### src/design/wpm_pkg.sv
// ----------------------------------------------------------------------------
// Wildcard pattern matcher package
// Opcodes, wildcard characters and the control bundle sent along the cells.
// ----------------------------------------------------------------------------
package wpm_pkg;

  typedef logic [7:0] char_t;

  typedef enum logic [1:0] {
    OP_CLEAR  = 2'd0,
    OP_APPEND = 2'd1,
    OP_START  = 2'd2,
    OP_TEXT   = 2'd3
  } opcode_t;

  localparam char_t STAR_CHAR  = 8'h2A;
  localparam char_t QMARK_CHAR = 8'h3F;

  // One-cycle strobes for an accepted item, broadcast to every cell
  typedef struct packed {
    logic clear;
    logic append;
    logic start;
    logic text;
  } wpm_ctl_t;

endpackage

### src/design/wpm_cell.sv
// ----------------------------------------------------------------------------
// Wildcard pattern matcher cell
// Holds one pattern byte, its match-row bit and its leading-star bit, and
// forms the generate/propagate pair for the star chain of a text byte.
// ----------------------------------------------------------------------------
module wpm_cell (
  input  logic             clk,
  input  logic             rst,
  input  wpm_pkg::wpm_ctl_t ctl,
  input  wpm_pkg::char_t   char_value,
  input  logic             active,
  input  logic             pick,
  input  logic             left_row,
  input  logic             left_lead,
  input  logic             chain_bit,
  output logic             gen,
  output logic             prop,
  output logic             row,
  output logic             lead,
  output logic             row_upd
);
  import wpm_pkg::*;

  char_t pat;
  logic  is_eq;
  logic  is_star;
  logic  lead_next;
  logic  update;

  // Store the pattern byte when this slot is the next free one
  always_ff @(posedge clk) begin
    if (ctl.append && pick) begin
      pat <= char_value;
    end
  end

  // Classify the stored byte against the text byte
  assign is_eq   = (pat == char_value) || (pat == QMARK_CHAR);
  assign is_star = (pat == STAR_CHAR);

  // Literal match takes the diagonal; a star may also extend from above or left
  always_comb begin
    gen  = 1'b0;
    prop = 1'b0;
    if (active) begin
      if (is_eq) begin
        gen = left_row;
      end else if (is_star) begin
        gen  = left_row | row;
        prop = 1'b1;
      end
    end
  end

  // Leading-star bit: set only while the whole prefix is stars
  always_comb begin
    lead_next = lead;
    if (ctl.clear) begin
      lead_next = 1'b0;
    end else if (ctl.append && pick) begin
      lead_next = left_lead && (char_value == STAR_CHAR);
    end
  end

  assign row_upd = ctl.text ? chain_bit : lead_next;
  assign update  = ctl.clear | ctl.append | ctl.start | ctl.text;

  // Advance the row bit and the leading-star bit
  always_ff @(posedge clk) begin
    if (rst) begin
      row  <= 1'b0;
      lead <= 1'b0;
    end else if (update) begin
      row  <= row_upd;
      lead <= lead_next;
    end
  end

endmodule

### src/design/wildcard_pattern_matcher_top.sv
// ----------------------------------------------------------------------------
// Wildcard pattern matcher
// Matches a streamed text against a stored pattern with '?' and '*'.
// ----------------------------------------------------------------------------
// Usage:
//   The item channel (item_valid/item_stall, opcode, char_value) carries
//   commands: clear pattern, append pattern byte, start text, text byte.
//   Start and text-byte items each give one result on the result channel
//   (result_valid/result_stall, matched, overflow); clear and append give none.
//   For every item taken, a row of cells, one per pattern position,
//   updates the whole match row in the cycle the item is taken, and the
//   star runs resolve through one carry chain across the row. A result
//   appears in the output register in the cycle after its item is taken.
//   Throughput is one item per cycle unless a stalled result holds items.
//   While a result waits under result_stall, start and text-byte items are
//   stalled; clear and append items still pass.
//   Reset empties the pattern, clears the overflow flag and drops any
//   pending result. Appending to a full pattern drops the byte and sets the
//   sticky overflow flag, which only reset clears.
// ----------------------------------------------------------------------------
module wildcard_pattern_matcher_top #(
  parameter int MAX_PATTERN = 32
) (
  input  logic                clk,
  input  logic                rst,
  input  logic                item_valid,
  output logic                item_stall,
  input  logic [1:0]          opcode,
  input  wpm_pkg::char_t      char_value,
  output logic                result_valid,
  input  logic                result_stall,
  output logic                matched,
  output logic                overflow
);
  import wpm_pkg::*;

  localparam int W  = MAX_PATTERN + 1;
  localparam int CW = $clog2(MAX_PATTERN + 1);

  logic          take;
  logic          gives_result;
  wpm_ctl_t      ctl;
  logic [CW-1:0] count;
  logic          row0;
  logic          overflow_flag;
  logic          full;

  logic [W-1:0]  row_vec;
  logic [W-1:0]  lead_vec;
  logic [W-1:0]  gen_vec;
  logic [W-1:0]  prop_vec;
  logic [W-1:0]  upd_vec;
  logic [W-1:0]  chain_vec;
  logic [W-1:0]  end_vec;
  logic [W:0]    add_a;
  logic [W:0]    add_b;
  logic [W:0]    add_sum;
  logic [W:0]    carry_vec;
  logic          matched_next;

  // Decode the item and the handshake
  assign gives_result = (opcode == OP_START) || (opcode == OP_TEXT);
  assign item_stall   = result_valid && result_stall && gives_result;
  assign take         = item_valid && !item_stall;
  assign full         = (count == CW'(MAX_PATTERN));

  assign ctl.clear  = take && (opcode == OP_CLEAR);
  assign ctl.append = take && (opcode == OP_APPEND);
  assign ctl.start  = take && (opcode == OP_START);
  assign ctl.text   = take && (opcode == OP_TEXT);

  // Position zero matches only the empty text and is never a pattern byte
  assign row_vec[0]  = row0;
  assign lead_vec[0] = 1'b1;
  assign gen_vec[0]  = 1'b0;
  assign prop_vec[0] = 1'b0;
  assign upd_vec[0]  = !ctl.text;
  assign end_vec[0]  = (count == '0);

  // Row of cells, one per pattern position
  for (genvar j = 1; j < W; j++) begin : g_cell
    assign end_vec[j] = (count == CW'(j));

    wpm_cell u_cell (
      .clk        (clk),
      .rst        (rst),
      .ctl        (ctl),
      .char_value (char_value),
      .active     (CW'(j) <= count),
      .pick       (count == CW'(j - 1)),
      .left_row   (row_vec[j-1]),
      .left_lead  (lead_vec[j-1]),
      .chain_bit  (chain_vec[j]),
      .gen        (gen_vec[j]),
      .prop       (prop_vec[j]),
      .row        (row_vec[j]),
      .lead       (lead_vec[j]),
      .row_upd    (upd_vec[j])
    );
  end

  // Resolve star runs as a carry chain: the carry out of each position is
  // its new row bit (generate, or propagate with the bit to its left)
  assign add_a     = {1'b0, gen_vec | prop_vec};
  assign add_b     = {1'b0, gen_vec};
  assign add_sum   = add_a + add_b;
  assign carry_vec = add_sum ^ add_a ^ add_b;
  assign chain_vec = carry_vec[W:1];

  // Pick the row bit at the pattern length
  assign matched_next = |(upd_vec & end_vec);

  // Hold pattern length, position zero and the sticky overflow flag
  always_ff @(posedge clk) begin
    if (rst) begin
      count         <= '0;
      row0          <= 1'b1;
      overflow_flag <= 1'b0;
    end else begin
      if (ctl.clear) begin
        count <= '0;
      end else if (ctl.append && !full) begin
        count <= count + CW'(1);
      end
      if (ctl.append && full) begin
        overflow_flag <= 1'b1;
      end
      if (ctl.clear || ctl.append || ctl.start || ctl.text) begin
        row0 <= upd_vec[0];
      end
    end
  end

  // Output register: load on a result-giving transfer, drop when taken
  always_ff @(posedge clk) begin
    if (rst) begin
      result_valid <= 1'b0;
    end else if (ctl.start || ctl.text) begin
      result_valid <= 1'b1;
    end else if (!result_stall) begin
      result_valid <= 1'b0;
    end
  end

  always_ff @(posedge clk) begin
    if (ctl.start || ctl.text) begin
      matched  <= matched_next;
      overflow <= overflow_flag;
    end
  end

endmodule

### config.mk
export PLATFORM = sky130hd
export DESIGN_NAME = wildcard_pattern_matcher_top
export DESIGN_NICKNAME = d
export VERILOG_FILES = /design/src/design/wpm_pkg.sv /design/src/design/wpm_cell.sv /design/src/design/wildcard_pattern_matcher_top.sv
export SDC_FILE = /design/constraint.sdc
export NUM_CORES = 1
export LEC_CHECK = 0
export BUFFER_PORTS_ARGS = -buffer_cell sky130_fd_sc_hd__buf_2
export CORE_MARGIN = 3
export CORE_UTILIZATION = 58
export CTS_CLUSTER_SIZE = 12
export DETAILED_ROUTE_END_ITERATION = 8
export HOLD_SLACK_MARGIN = 0.08
export PLACE_DENSITY = 0.74
export SLEW_MARGIN = 20
export SYNTH_ARGS = -nofsm -noshare
export SYNTH_HDL_FRONTEND = slang
export SYNTH_SLANG_ARGS = --single-unit
### constraint.sdc
create_clock -name clk -period 4.63 [get_ports clk]
set_input_delay 0.2315 -clock clk [delete_from_list [all_inputs] [get_ports clk]]
set_output_delay 0.2315 -clock clk [all_outputs]
set_load 0.01 [all_outputs]
# Word level (Yosys, flattened, before mapping)
# Cells that the tools add are included.
[totals]
ff_bits = 331
in_bits = 14
output_inout_bits = 4
word_cells = 714
[op_classes]
add_sub_neg = 2
n_lt_le_gt_ge = 32
n_eq_ne = 133
muxes = 290
n_bitwise = 39
reduce_logical = 116
[op_table]
columns = ["cell", "n"]
rows = [
  ["$eq A8 B6 Y1 const B", 65],
  ["$mux W1", 290],
  ["$eq A8 B8 Y1", 32],
  ["$eq A6 B5 Y1 const B", 16],
  ["$le A5 B6 Y1 const A", 16],
  ["$logic_and A1 B1 Y1", 72],
  ["$xor A34 B33 Y34", 2],
  ["$eq A6 B4 Y1 const B", 8],
  ["$le A4 B6 Y1 const A", 8],
  ["$logic_or A1 B1 Y1", 37],
  ["$or A1 B1 Y1", 35],
  ["$add A33 B33 Y34", 1],
  ["$and A33 B33 Y33", 1],
  ["$or A33 B33 Y33", 1],
  ["$reduce_or A33 Y1", 1],
  ["$eq A6 B3 Y1 const B", 4],
  ["$le A3 B6 Y1 const A", 4],
  ["$eq A6 B2 Y1 const B", 2],
  ["$le A2 B6 Y1 const A", 2],
  ["$add A6 B1 Y6 const B", 1],
  ["$eq A6 B1 Y1 const B", 1],
  ["$eq A6 B6 Y1 const B", 1],
  ["$le A1 B6 Y1 const A", 1],
  ["$le A6 B6 Y1 const A", 1],
  ["other kinds (7)", 10],
]

# Longest topological paths before layout
# Gate-level depths: netlist of the first run.
[depth]
ltp_word = 12
depth_mapped = 21
depth_no_buf = 18

# Cells and area by module
# Synthesis of the first run repeated with hierarchy kept, for this count alone.
[unflattened]
cells_unflattened = 1890
area_unflattened_um2 = 19616.3
[modules_own_cells]
columns = ["mod", "instances", "cells_per_inst", "area_each_um2", "seq_area_each_um2"]
rows = [
  ["wpm_cell", 32, 48, 541.8, 280.3],
  ["wildcard_pattern_matcher_top", 1, 354, 2279.7, 240.2],
]

# Worst setup path before layout of the first run
# OpenSTA, ideal clock, no wires.
[synth_timing]
path_kind = "flip-flop to flip-flop"
from = "register count[0]"
to = "register matched, data pin"
setup_time_ps = 273
arrival_ps = 4854
t_required_ps = 4357
slack_ps = -497
stages_incl_launch_ff = 19
cell_sequence = "dfxtp_1 > clkbuf_1 > inv_1 > ha_1 > nor2_1 > a211o_1 > a2111oi_1 > ha_1 > xnor2_1 > o32ai_1 > a221oi_2 > o221ai_1 > nor4_1 > nand4_1 > a311o_1 > or4_1 > or4_1 > nor4_1 > o211ai_1"
[synth_via]
elab_chain_cells = 9
[synth_rtl]
columns = ["item", "line", "text"]
rows = [
  ["from (decl)", "wildcard_pattern_matcher_top.sv:43", "logic [CW-1:0] count;"],
  ["from (signal assigned)", "wildcard_pattern_matcher_top.sv:123", "count <= count + CW'(1);"],
  ["$le A1 B6 Y1, or another cell as far along", "wildcard_pattern_matcher_top.sv:89", ".active (CW'(j) <= count),"],
  ["$mux W1", "wpm_cell.sv:45", "if (active) begin"],
  ["$or A33 B33 Y33", "wildcard_pattern_matcher_top.sv:104", "assign add_a = {1'b0, gen_vec | prop_vec};"],
  ["$add A33 B33 Y34", "wildcard_pattern_matcher_top.sv:106", "assign add_sum = add_a + add_b;"],
  ["$xor A34 B33 Y34 (2 in a row)", "wildcard_pattern_matcher_top.sv:107", "assign carry_vec = add_sum ^ add_a ^ add_b;"],
  ["$mux W1", "wpm_cell.sv:65", "assign row_upd = ctl.text ? chain_bit : lead_next;"],
  ["$and A33 B33 Y33 *", "wildcard_pattern_matcher_top.sv:111", "assign matched_next = |(upd_vec & end_vec);"],
  ["$reduce_or A33 Y1 *", "wildcard_pattern_matcher_top.sv:111", ""],
  ["via matched_next", "wildcard_pattern_matcher_top.sv:59", "logic matched_next;"],
  ["to (signal assigned)", "wildcard_pattern_matcher_top.sv:147", "matched <= matched_next;"],
  ["to (decl)", "wildcard_pattern_matcher_top.sv:32", "output logic matched,"],
]
# Mark *: on every way through the listed nets, which the timed path passes. The rest lies on a longest branch.
# A chain may end at the register's enable or synchronous reset.

# Final worst setup path of the first run
# Ends and elaborated chain as after synthesis.

==> metrics.md, run 1 <==
| Metric | Value |
|---|---|
| Share of cells above drive strength 1 | 23.2% |
| Chip Width | 188 um |
| Die Y-Extent | 188 um |
| Area growth syn-to-layout | 24.0% |
| Clock transition at the registers of the reported paths | 70 ps |
| Core Area | 32600 um^2 |
| Post-synth top cells | 258 x edfxtp_1, 187 x nor2_1, 146 x xor2_1, 115 x nand2_1, 114 x xnor2_1 |
| I/O pins | 18 |
| Number of synthesized flops with an enable pin | 258 |
| Synth Area in Compound Gates | 13.7% |
| Syn_nets | 1953 |
| Hold WC Path Type | input port to flip-flop |
| Final Util | 73.0% |
| Critical Path Start Type | flip-flop |
| P_sw | 1.52 mW |
| Final hold slack | 121 ps |
| Outcome | finished, final reports clean |
| Yosys top cell by area | edfxtp_1 |
| Adder-Cell Fraction of Synth Area | 0.326% |
| Top cell type's share of synthesized area | 40.3% |
| Worst Setup Path Type | flip-flop to flip-flop |
| Layout Nets | 2285 |
| Top_reg_cell synth | edfxtp_1 |
| Post-Layout Cell Count | 2736 |
| Total die area | 35300 um^2 |
| Final Instance Area | 23800 um^2 |
| Via count | 18.2k |
| Global Route Usage Sum | 39.1% |
| Number of antenna violations at the first check in global routing | 1 |
| First-pass GRT wire length | 106000 um |
| Synth warn | 0 |
| CTS buffer count | 36 |
| Leakage | 8.45 nW |
| Port Buffers | 17 |
| Clock latency on the worst-skew pair | 560 ps |
| Placed inst area | 22300 um^2 |
| Final setup viols | 0 |
| Largest family of logic cells by synthesized area | simple AND/OR/NAND/NOR gates |
| Async SR Flop Fraction | 0% |
| Largest net degree at the start of global routing | 50 |
| Mux cell area share after synthesis | 0.528% |
| Clock Sinks | 331 |
| Ant. Diodes | 0 |
| Max Fclk | 216 MHz |
| Reg power frac | 49.3% |
| Switching share of power | 23.2% |
| Critical path required time | 4940 ps |
| Clock power share | 43.0% |
| Slew headroom | 23.9% |
| Antenna viol nets, final | 0 |
| Reg-to-Reg Start | count[0]$_SDFFE_PP0P_ |
| Starting Density | 58.9% |
| WL/cell | 25.9 um |
| Vias per inst | 6.65 |
| Placed insts | 2657 |
| Pre-Repair DR Iteration Count | 6 |
| Worst slew pin tran | 1110 ps |
| DRC viols | 0 |
| DPL Wire Length | 52800 um |
| Unrepaired setup endpoints after global routing | yes |
| Slew Limit Fails | 0 |
| Std cell rows | 66 |
| Post-synthesis simple-gate area fraction | 22.6% |
| Period minus WS final | 4630 ps |
| Worst Path Arrival | 4940 ps |
| Grt ovf | 0 |
| Sequential-to-total area share from yosys stat | 47.9% |
| Area contributors post-synth | edfxtp_1 40%, dfxtp_1 7.6%, xor2_1 6.7% |
| Yosys cell types | 82 |
| Maxcap violations | 0 |
| Combinational power share | 7.7% |
| CTS H-Tree Depth | 2 |
| Root Driver | clkbuf_16 |
| Clk buf depth | 3 |
| Layout Skew | 31.7 ps |
| Starting DRT DRC Count | 2450 |
| Final Wtd Congestion | 1.08 |
| Mean Syn Cell Area | 9.93 um^2 |
| Yosys reg bits | 331 |
| Worst setup path start | count[0]$_SDFFE_PP0P_ |
| Period utilization | 100% |
| VDD IR max | 0.478 mV |
| Vias in the first global route | 17.8k |
| Worst reg-to-reg setup slack | 2 ps |
| Crit Path Max Fanout | 6 |
| Min-delay src | char_value[4] |
| XOR/XNOR share of the synthesized area | 11.9% |
| Cells after Synth | 1934 |
| Design internal power | 5.04 mW |
| Top-count cell post-synth | edfxtp_1 |
| Detailed Route WL | 71000 um |
| CTS tree | done |
| PD cells | 275 nW/um^2 |
| CP endpoint kind | flip-flop |
| Hold Vio Cnt, Final | 0 |
| Mapped Area | 19200 um^2 |
==> path summary, 6_finish.rpt <==
path / endpoint / cells past startpoint
setup reg to reg: matched$_DFFE_PP_ / 18
setup / recovery: matched$_DFFE_PP_ / 18
hold / removal: g_cell[19].u_cell.pat[4]$_DFFE_PP_ / 2
hold reg to reg: overflow$_DFFE_PP_ / 0
==> state kept, by name (all words and copies together) (netlist names) <==
name	flops
row0	1
g_cell.u_cell.lead	32
count	6
g_cell.u_cell.row	32
overflow_flag	1
result_valid	1
g_cell.u_cell.pat	256
overflow	1
matched	1
==> what timing repair did <==
action / 4_1_cts / 5_1_grt
setup endpoints to repair: 4 / 5
resized for setup: 19 / 38
buffers inserted: 2 / 7
endpoints found under the hold margin: 11 / 0
hold buffers: 5 / 0
pin swaps: 16 / 20
==> through the flow <==
| stage | TNS [ps] | total power, mW | setup slack, ps |
|---|---|---|---|
| floorplan | 0 | 3.55 | 30.0 |
| global placement | -1000 | 3.76 | -423 |
| detailed placement | -685 | 3.77 | -405 |
| CTS | -157 | 6.55 | -157 |
| global route | -92.1 | 6.72 | -92.1 |
| finish | 0 | 6.56 | 1.75 |
==> cell type report <==
class | instances | area, um^2
inverter | 32 | 120
tap | 442 | 553
timing repair buffer | 397 | 3090
sequential | 331 | 9210
clock buffer | 54 | 1020
fill | 2282 | 8790
multi-input combinational | 1468 | 9720
clock inverter | 12 | 114
==> cell usage in the layout (no fill, tap or decap), types with 7 or more instances in the layout <==
| cell type | synthesis | layout |
|---|---|---|
| o31ai_1 | 14 | 14 |
| and3_1 | 23 | 23 |
| edfxtp_1 | 258 | 258 |
| or3_1 | 38 | 36 |
| o221ai_1 | 11 | 9 |
| and4_1 | 7 | 7 |
| nor2_1 | 187 | 186 |
| xnor2_1 | 114 | 113 |
| or4_1 | 32 | 27 |
| a21oi_1 | 78 | 76 |
| clkbuf_1 | 59 | 14 |
| nand2b_1 | 8 | 8 |
| o21a_1 | 12 | 12 |
| nand2_1 | 115 | 115 |
| a211oi_1 | 25 | 24 |
| nand3_1 | 77 | 77 |
| buf_4 | 5 | 371 |
| buf_2 | 34 | 9 |
| and2_1 | 29 | 27 |
| buf_12 | 0 | 9 |
| dfxtp_1 | 73 | 72 |
| a31oi_1 | 31 | 28 |
| or2_2 | 23 | 22 |
| mux2i_1 | 9 | 8 |
| nor4_1 | 68 | 63 |
| nor3_1 | 74 | 73 |
| a21o_1 | 17 | 17 |
| nor4bb_1 | 8 | 8 |
| nand4b_1 | 10 | 10 |
| a211o_1 | 7 | 7 |
| clkbuf_16 | 0 | 37 |
| o211a_1 | 7 | 7 |
| inv_1 | 32 | 31 |
| nand4_1 | 63 | 63 |
| o21ai_0 | 68 | 63 |
| xor2_1 | 146 | 144 |
| o211ai_1 | 10 | 10 |
| nor2b_1 | 24 | 24 |
==> cells by family (layout without fill, tap and decap cells) <==
| family | after synthesis | in the layout |
|---|---|---|
| and+or+nand+nor | 813 | 813 |
| AOI/OAI and AO/OA | 380 | 380 |
| DFF | 331 | 331 |
| xor gates and xnor gates | 260 | 260 |
| buffers and inverters | 135 | 495 |
| muxes | 10 | 10 |
| adders and majority gates | 5 | 5 |
==> power by group through the flow <==
| stage | logic (mW) | clock network, mW | registers, mW |
|---|---|---|---|
| after global placement | 0.462 | 0 | 3.30 |
| after CTS | 0.486 | 2.83 | 3.23 |
| after detailed placement | 0.473 | 0 | 3.30 |
| after global routing | 0.528 | 2.95 | 3.23 |
| after floorplan | 0.259 | 0 | 3.29 |
| final | 0.506 | 2.82 | 3.23 |
==> worst max-delay path, cell delays in order (launching register included) <==
cell and delay (ps):
dfxtp_2 360, inv_2 40, ha_2 200, buf_12 140, buf_4 150, o211a_1 280
o21ai_0 270, a211o_1 190, o32a_1 180, o41ai_1 80, a31o_2 260, a211oi_1 260
buf_4 180, nand2_1 110, a21oi_1 470, a2111oi_0 350, or4_4 600, nor4_4 130
o211ai_1 110
==> per-layer routing <==
layer  global-route usage, %  part of all wire [%]  vias to the layer above
li1                        -                     -                     7986
met1                    55.7                    41                     8874
met2                    61.4                    45                     1157
met3                    6.62                    11                      171
met4                    12.9                   3.1                        2
met5                       0                 0.016                        -
Power figures use the tool's default switching activity.
==> run 2, diff against run 1 <==
PLACE_DENSITY = 0.82   (was 0.74)
==> run 2 against run 1 <==
The run now ends with negative setup slack left. Worst hold slack improved by 14 ps. Non-clock buffer count decreased by 27. Core utilization decreased by 0.46 points. Largest cell class unchanged. Clock skew decreased by 7.7 ps. Largest power group unchanged. Clock power increased by 4%. Sequential power about the same. Cell count decreased by 0.99%. Sequential share of layout area increased by 0.27 points.
==> metrics.md, run 2 (same netlist as run 1, synthesis figures left out) <==
| Metric | Value |
|---|---|
| Outcome | finished, violations left |
| Failing checks | negative setup slack |
| Reg2reg end | matched$_DFFE_PP_ |
| VDD IR max | 0.385 mV |
| Pre-CTS WS | -467 ps |
| Peak per-stage delay on the critical path | 590 ps |
| CP endpoint kind | flip-flop |
| Slew Limit Fails | 0 |
| P_sw | 1.53 mW |
| Layout Nets | 2259 |
| Number of antenna violations at the first check in global routing | 0 |
| CTS tree | done |
| Std cell rows | 66 |
| Chip Width | 188 um |
| Biggest register | g_cell.u_cell.pat |
| First-pass GRT wire length | 98500 um |
| I/O pins | 18 |
| Worst Path Arrival | 4960 ps |
| Reg-to-Reg Start | count[0]$_SDFFE_PP0P_ |
| Fillers | 2218 |
| Commonest non-fill, non-tap cell in the layout | buf_4 |
| PD cells | 281 nW/um^2 |
| Core Area | 32600 um^2 |
| Met3 routed WL | 6520 um |
| Cells along the critical path | inv_4, ha_4, buf_4, or2_2, a21oi_1, nor3_1, a32oi_1, buf_4, o41a_1, o21ai_0, nand4b_1, o2111ai_1, a311o_1, or4_4, or4_4, nor4_4, o211ai_1 |
| Clock transition at the registers of the reported paths | 60 ps |
| Clock power share | 44.1% |
| Slowest stage cell, crit path | or4_4 |
| Most frequent cells in the layout | 347 x buf_4, 258 x edfxtp_1, 185 x nor2_1 |
| Area growth syn-to-layout | 23.3% |
| Top Family by Delay on Critical Path | simple AND/OR/NAND/NOR gates |
| Final Wtd Congestion | 1.05 |
| Critical Path Start Type | flip-flop |
| Worst slew pin tran | 1070 ps |
| Unrepaired setup endpoints after global routing | yes |
| Leakage | 8.34 nW |
| Combinational power share | 7.3% |
| Worst Setup EP | matched$_DFFE_PP_ |
| WL/cell | 23.6 um |
| Vias per inst | 6.55 |
| Port Buffers | 17 |
| Design internal power | 5.13 mW |
| Grt ovf | 0 |
| Clk buf depth | 3 |
| Clock Sinks | 331 |
| Max Used Layer | met4 |
| Reg2Reg Depth | 17 |
| Worst Setup Path Type | flip-flop to flip-flop |
| Hold WC Path Type | input port to flip-flop |
| Share of cells above drive strength 1 | 22.2% |
| Largest register FFs | 256 |
| Met2 routed WL | 29200 um |
| CTS H-Tree Depth | 2 |
| Slew headroom | 28.3% |
| Final hold slack | 135 ps |
| Root Driver | clkbuf_16 |
| DPL Wire Length | 47300 um |
| DRC viols | 0 |
| Critical path required time | 4910 ps |
| Pre-Repair DR Iteration Count | 7 |
| Vias in the first global route | 17.3k |
| Final Util | 72.6% |
| Starting DRT DRC Count | 2292 |
| Reg power frac | 48.5% |
| Switching share of power | 23.0% |
| Die Y-Extent | 188 um |
| Detailed Route WL | 63900 um |
| Clock latency on the worst-skew pair | 560 ps |
| Final worst setup slack | -47.1 ps |
| Pwr Total | 6.66 mW |
| Biggest regs | g_cell.u_cell.pat x256, g_cell.u_cell.lead x32, g_cell.u_cell.row x32 |
| Period utilization | 101% |
| Largest net degree at the start of global routing | 50 |
| Met1 WL | 25700 um |
| Maxcap violations | 0 |
| Crit Path Max Fanout | 5 |
| Via count | 17.7k |
| Total die area | 35300 um^2 |
| Hold Vio Cnt, Final | 0 |
| WP buf/inv | 3 |
| Antenna viol nets, final | 0 |
| Final setup viols | 1 |
| Worst setup path start | count[0]$_SDFFE_PP0P_ |
| Global Route Usage Sum | 35.5% |
| Layout Skew | 24.0 ps |
| Ant. Diodes | 0 |
| Max Fclk | 214 MHz |
| Worst reg-to-reg setup slack | -50 ps |
| Period minus WS final | 4680 ps |
| Worst path depth | 17 |
| Starting Density | 58.9% |
| CTS buffer count | 37 |
==> run 2: worst min path at each step <==
stage | depth (start not counted) | end | start | slack [ps]
6_report | 2 | g_cell[23].u_cell.pat[1]$_DFFE_PP_ | char_value[1] | 130
5_1_grt | 2 | g_cell[23].u_cell.pat[7]$_DFFE_PP_ | char_value[7] | 150
4_1_cts | 2 | g_cell[23].u_cell.pat[7]$_DFFE_PP_ | char_value[7] | 130
3_5_place_dp | 0 | overflow$_DFFE_PP_ | overflow_flag$_SDFFE_PP0P_ | 440
3_3_place_gp | 0 | overflow$_DFFE_PP_ | overflow_flag$_SDFFE_PP0P_ | 430
2_1_floorplan | 0 | g_cell[10].u_cell.pat[0]$_DFFE_PP_ | char_value[0] | 330
==> run 2: layer usage <==
metal,up-vias,track usage (%)
li1,7928,-
met1,8573,48.8
met2,1037,56.7
met3,209,6.71
met4,0,12.8
met5,-,0
==> run 2: final cells by class <==
cell class / count / area, um^2 / area share (%)
Tap cell: 442 / 553 / 2.34
Clock inverter: 14 / 169 / 0.713
Clock buffer: 52 / 1030 / 4.36
Sequential cell: 331 / 9220 / 38.9
Inverter: 32 / 123 / 0.518
Multi-Input combinational cell: 1468 / 9700 / 41.0
Timing Repair Buffer: 370 / 2890 / 12.2
==> run 2: metrics by stage <==
stage / area [um^2] / instances / TNS (ps)
after floorplan: 19300 / 1934 / 0
after global placement: 22100 / 2630 / -384
after detailed placement: 22100 / 2630 / -525
after CTS: 23600 / 2706 / -84.8
after global routing: 23700 / 2709 / -231
final: 23700 / 2709 / -47.1
==> run 2: worst register-to-register path, stage by stage, from the launching register on <==
cell,delay [ps]
dfxtp_4,400
inv_4,50
ha_4,160
buf_4,140
or2_2,330
a21oi_1,330
nor3_1,90
a32oi_1,260
buf_4,170
o41a_1,230
o21ai_0,230
nand4b_1,180
o2111ai_1,130
a311o_1,330
or4_4,530
or4_4,590
nor4_4,140
o211ai_1,120
==> run 2: power groups by stage <==
stage | logic, mW | registers [mW] | clock network (mW)
finish | 0.488 | 3.23 | 2.94
global route | 0.514 | 3.23 | 3.08
CTS | 0.474 | 3.23 | 2.95
detailed placement | 0.458 | 3.30 | 0
global placement | 0.443 | 3.30 | 0
floorplan | 0.259 | 3.29 | 0
==> run 2: timing repair <==
item                                   CTS  global route
setup endpoints to repair                3             5
hold buffers                             2             0
gates resized for setup                 31            22
setup buffers                            8             3
pin swaps                               18            14
endpoints found under the hold margin    5             0
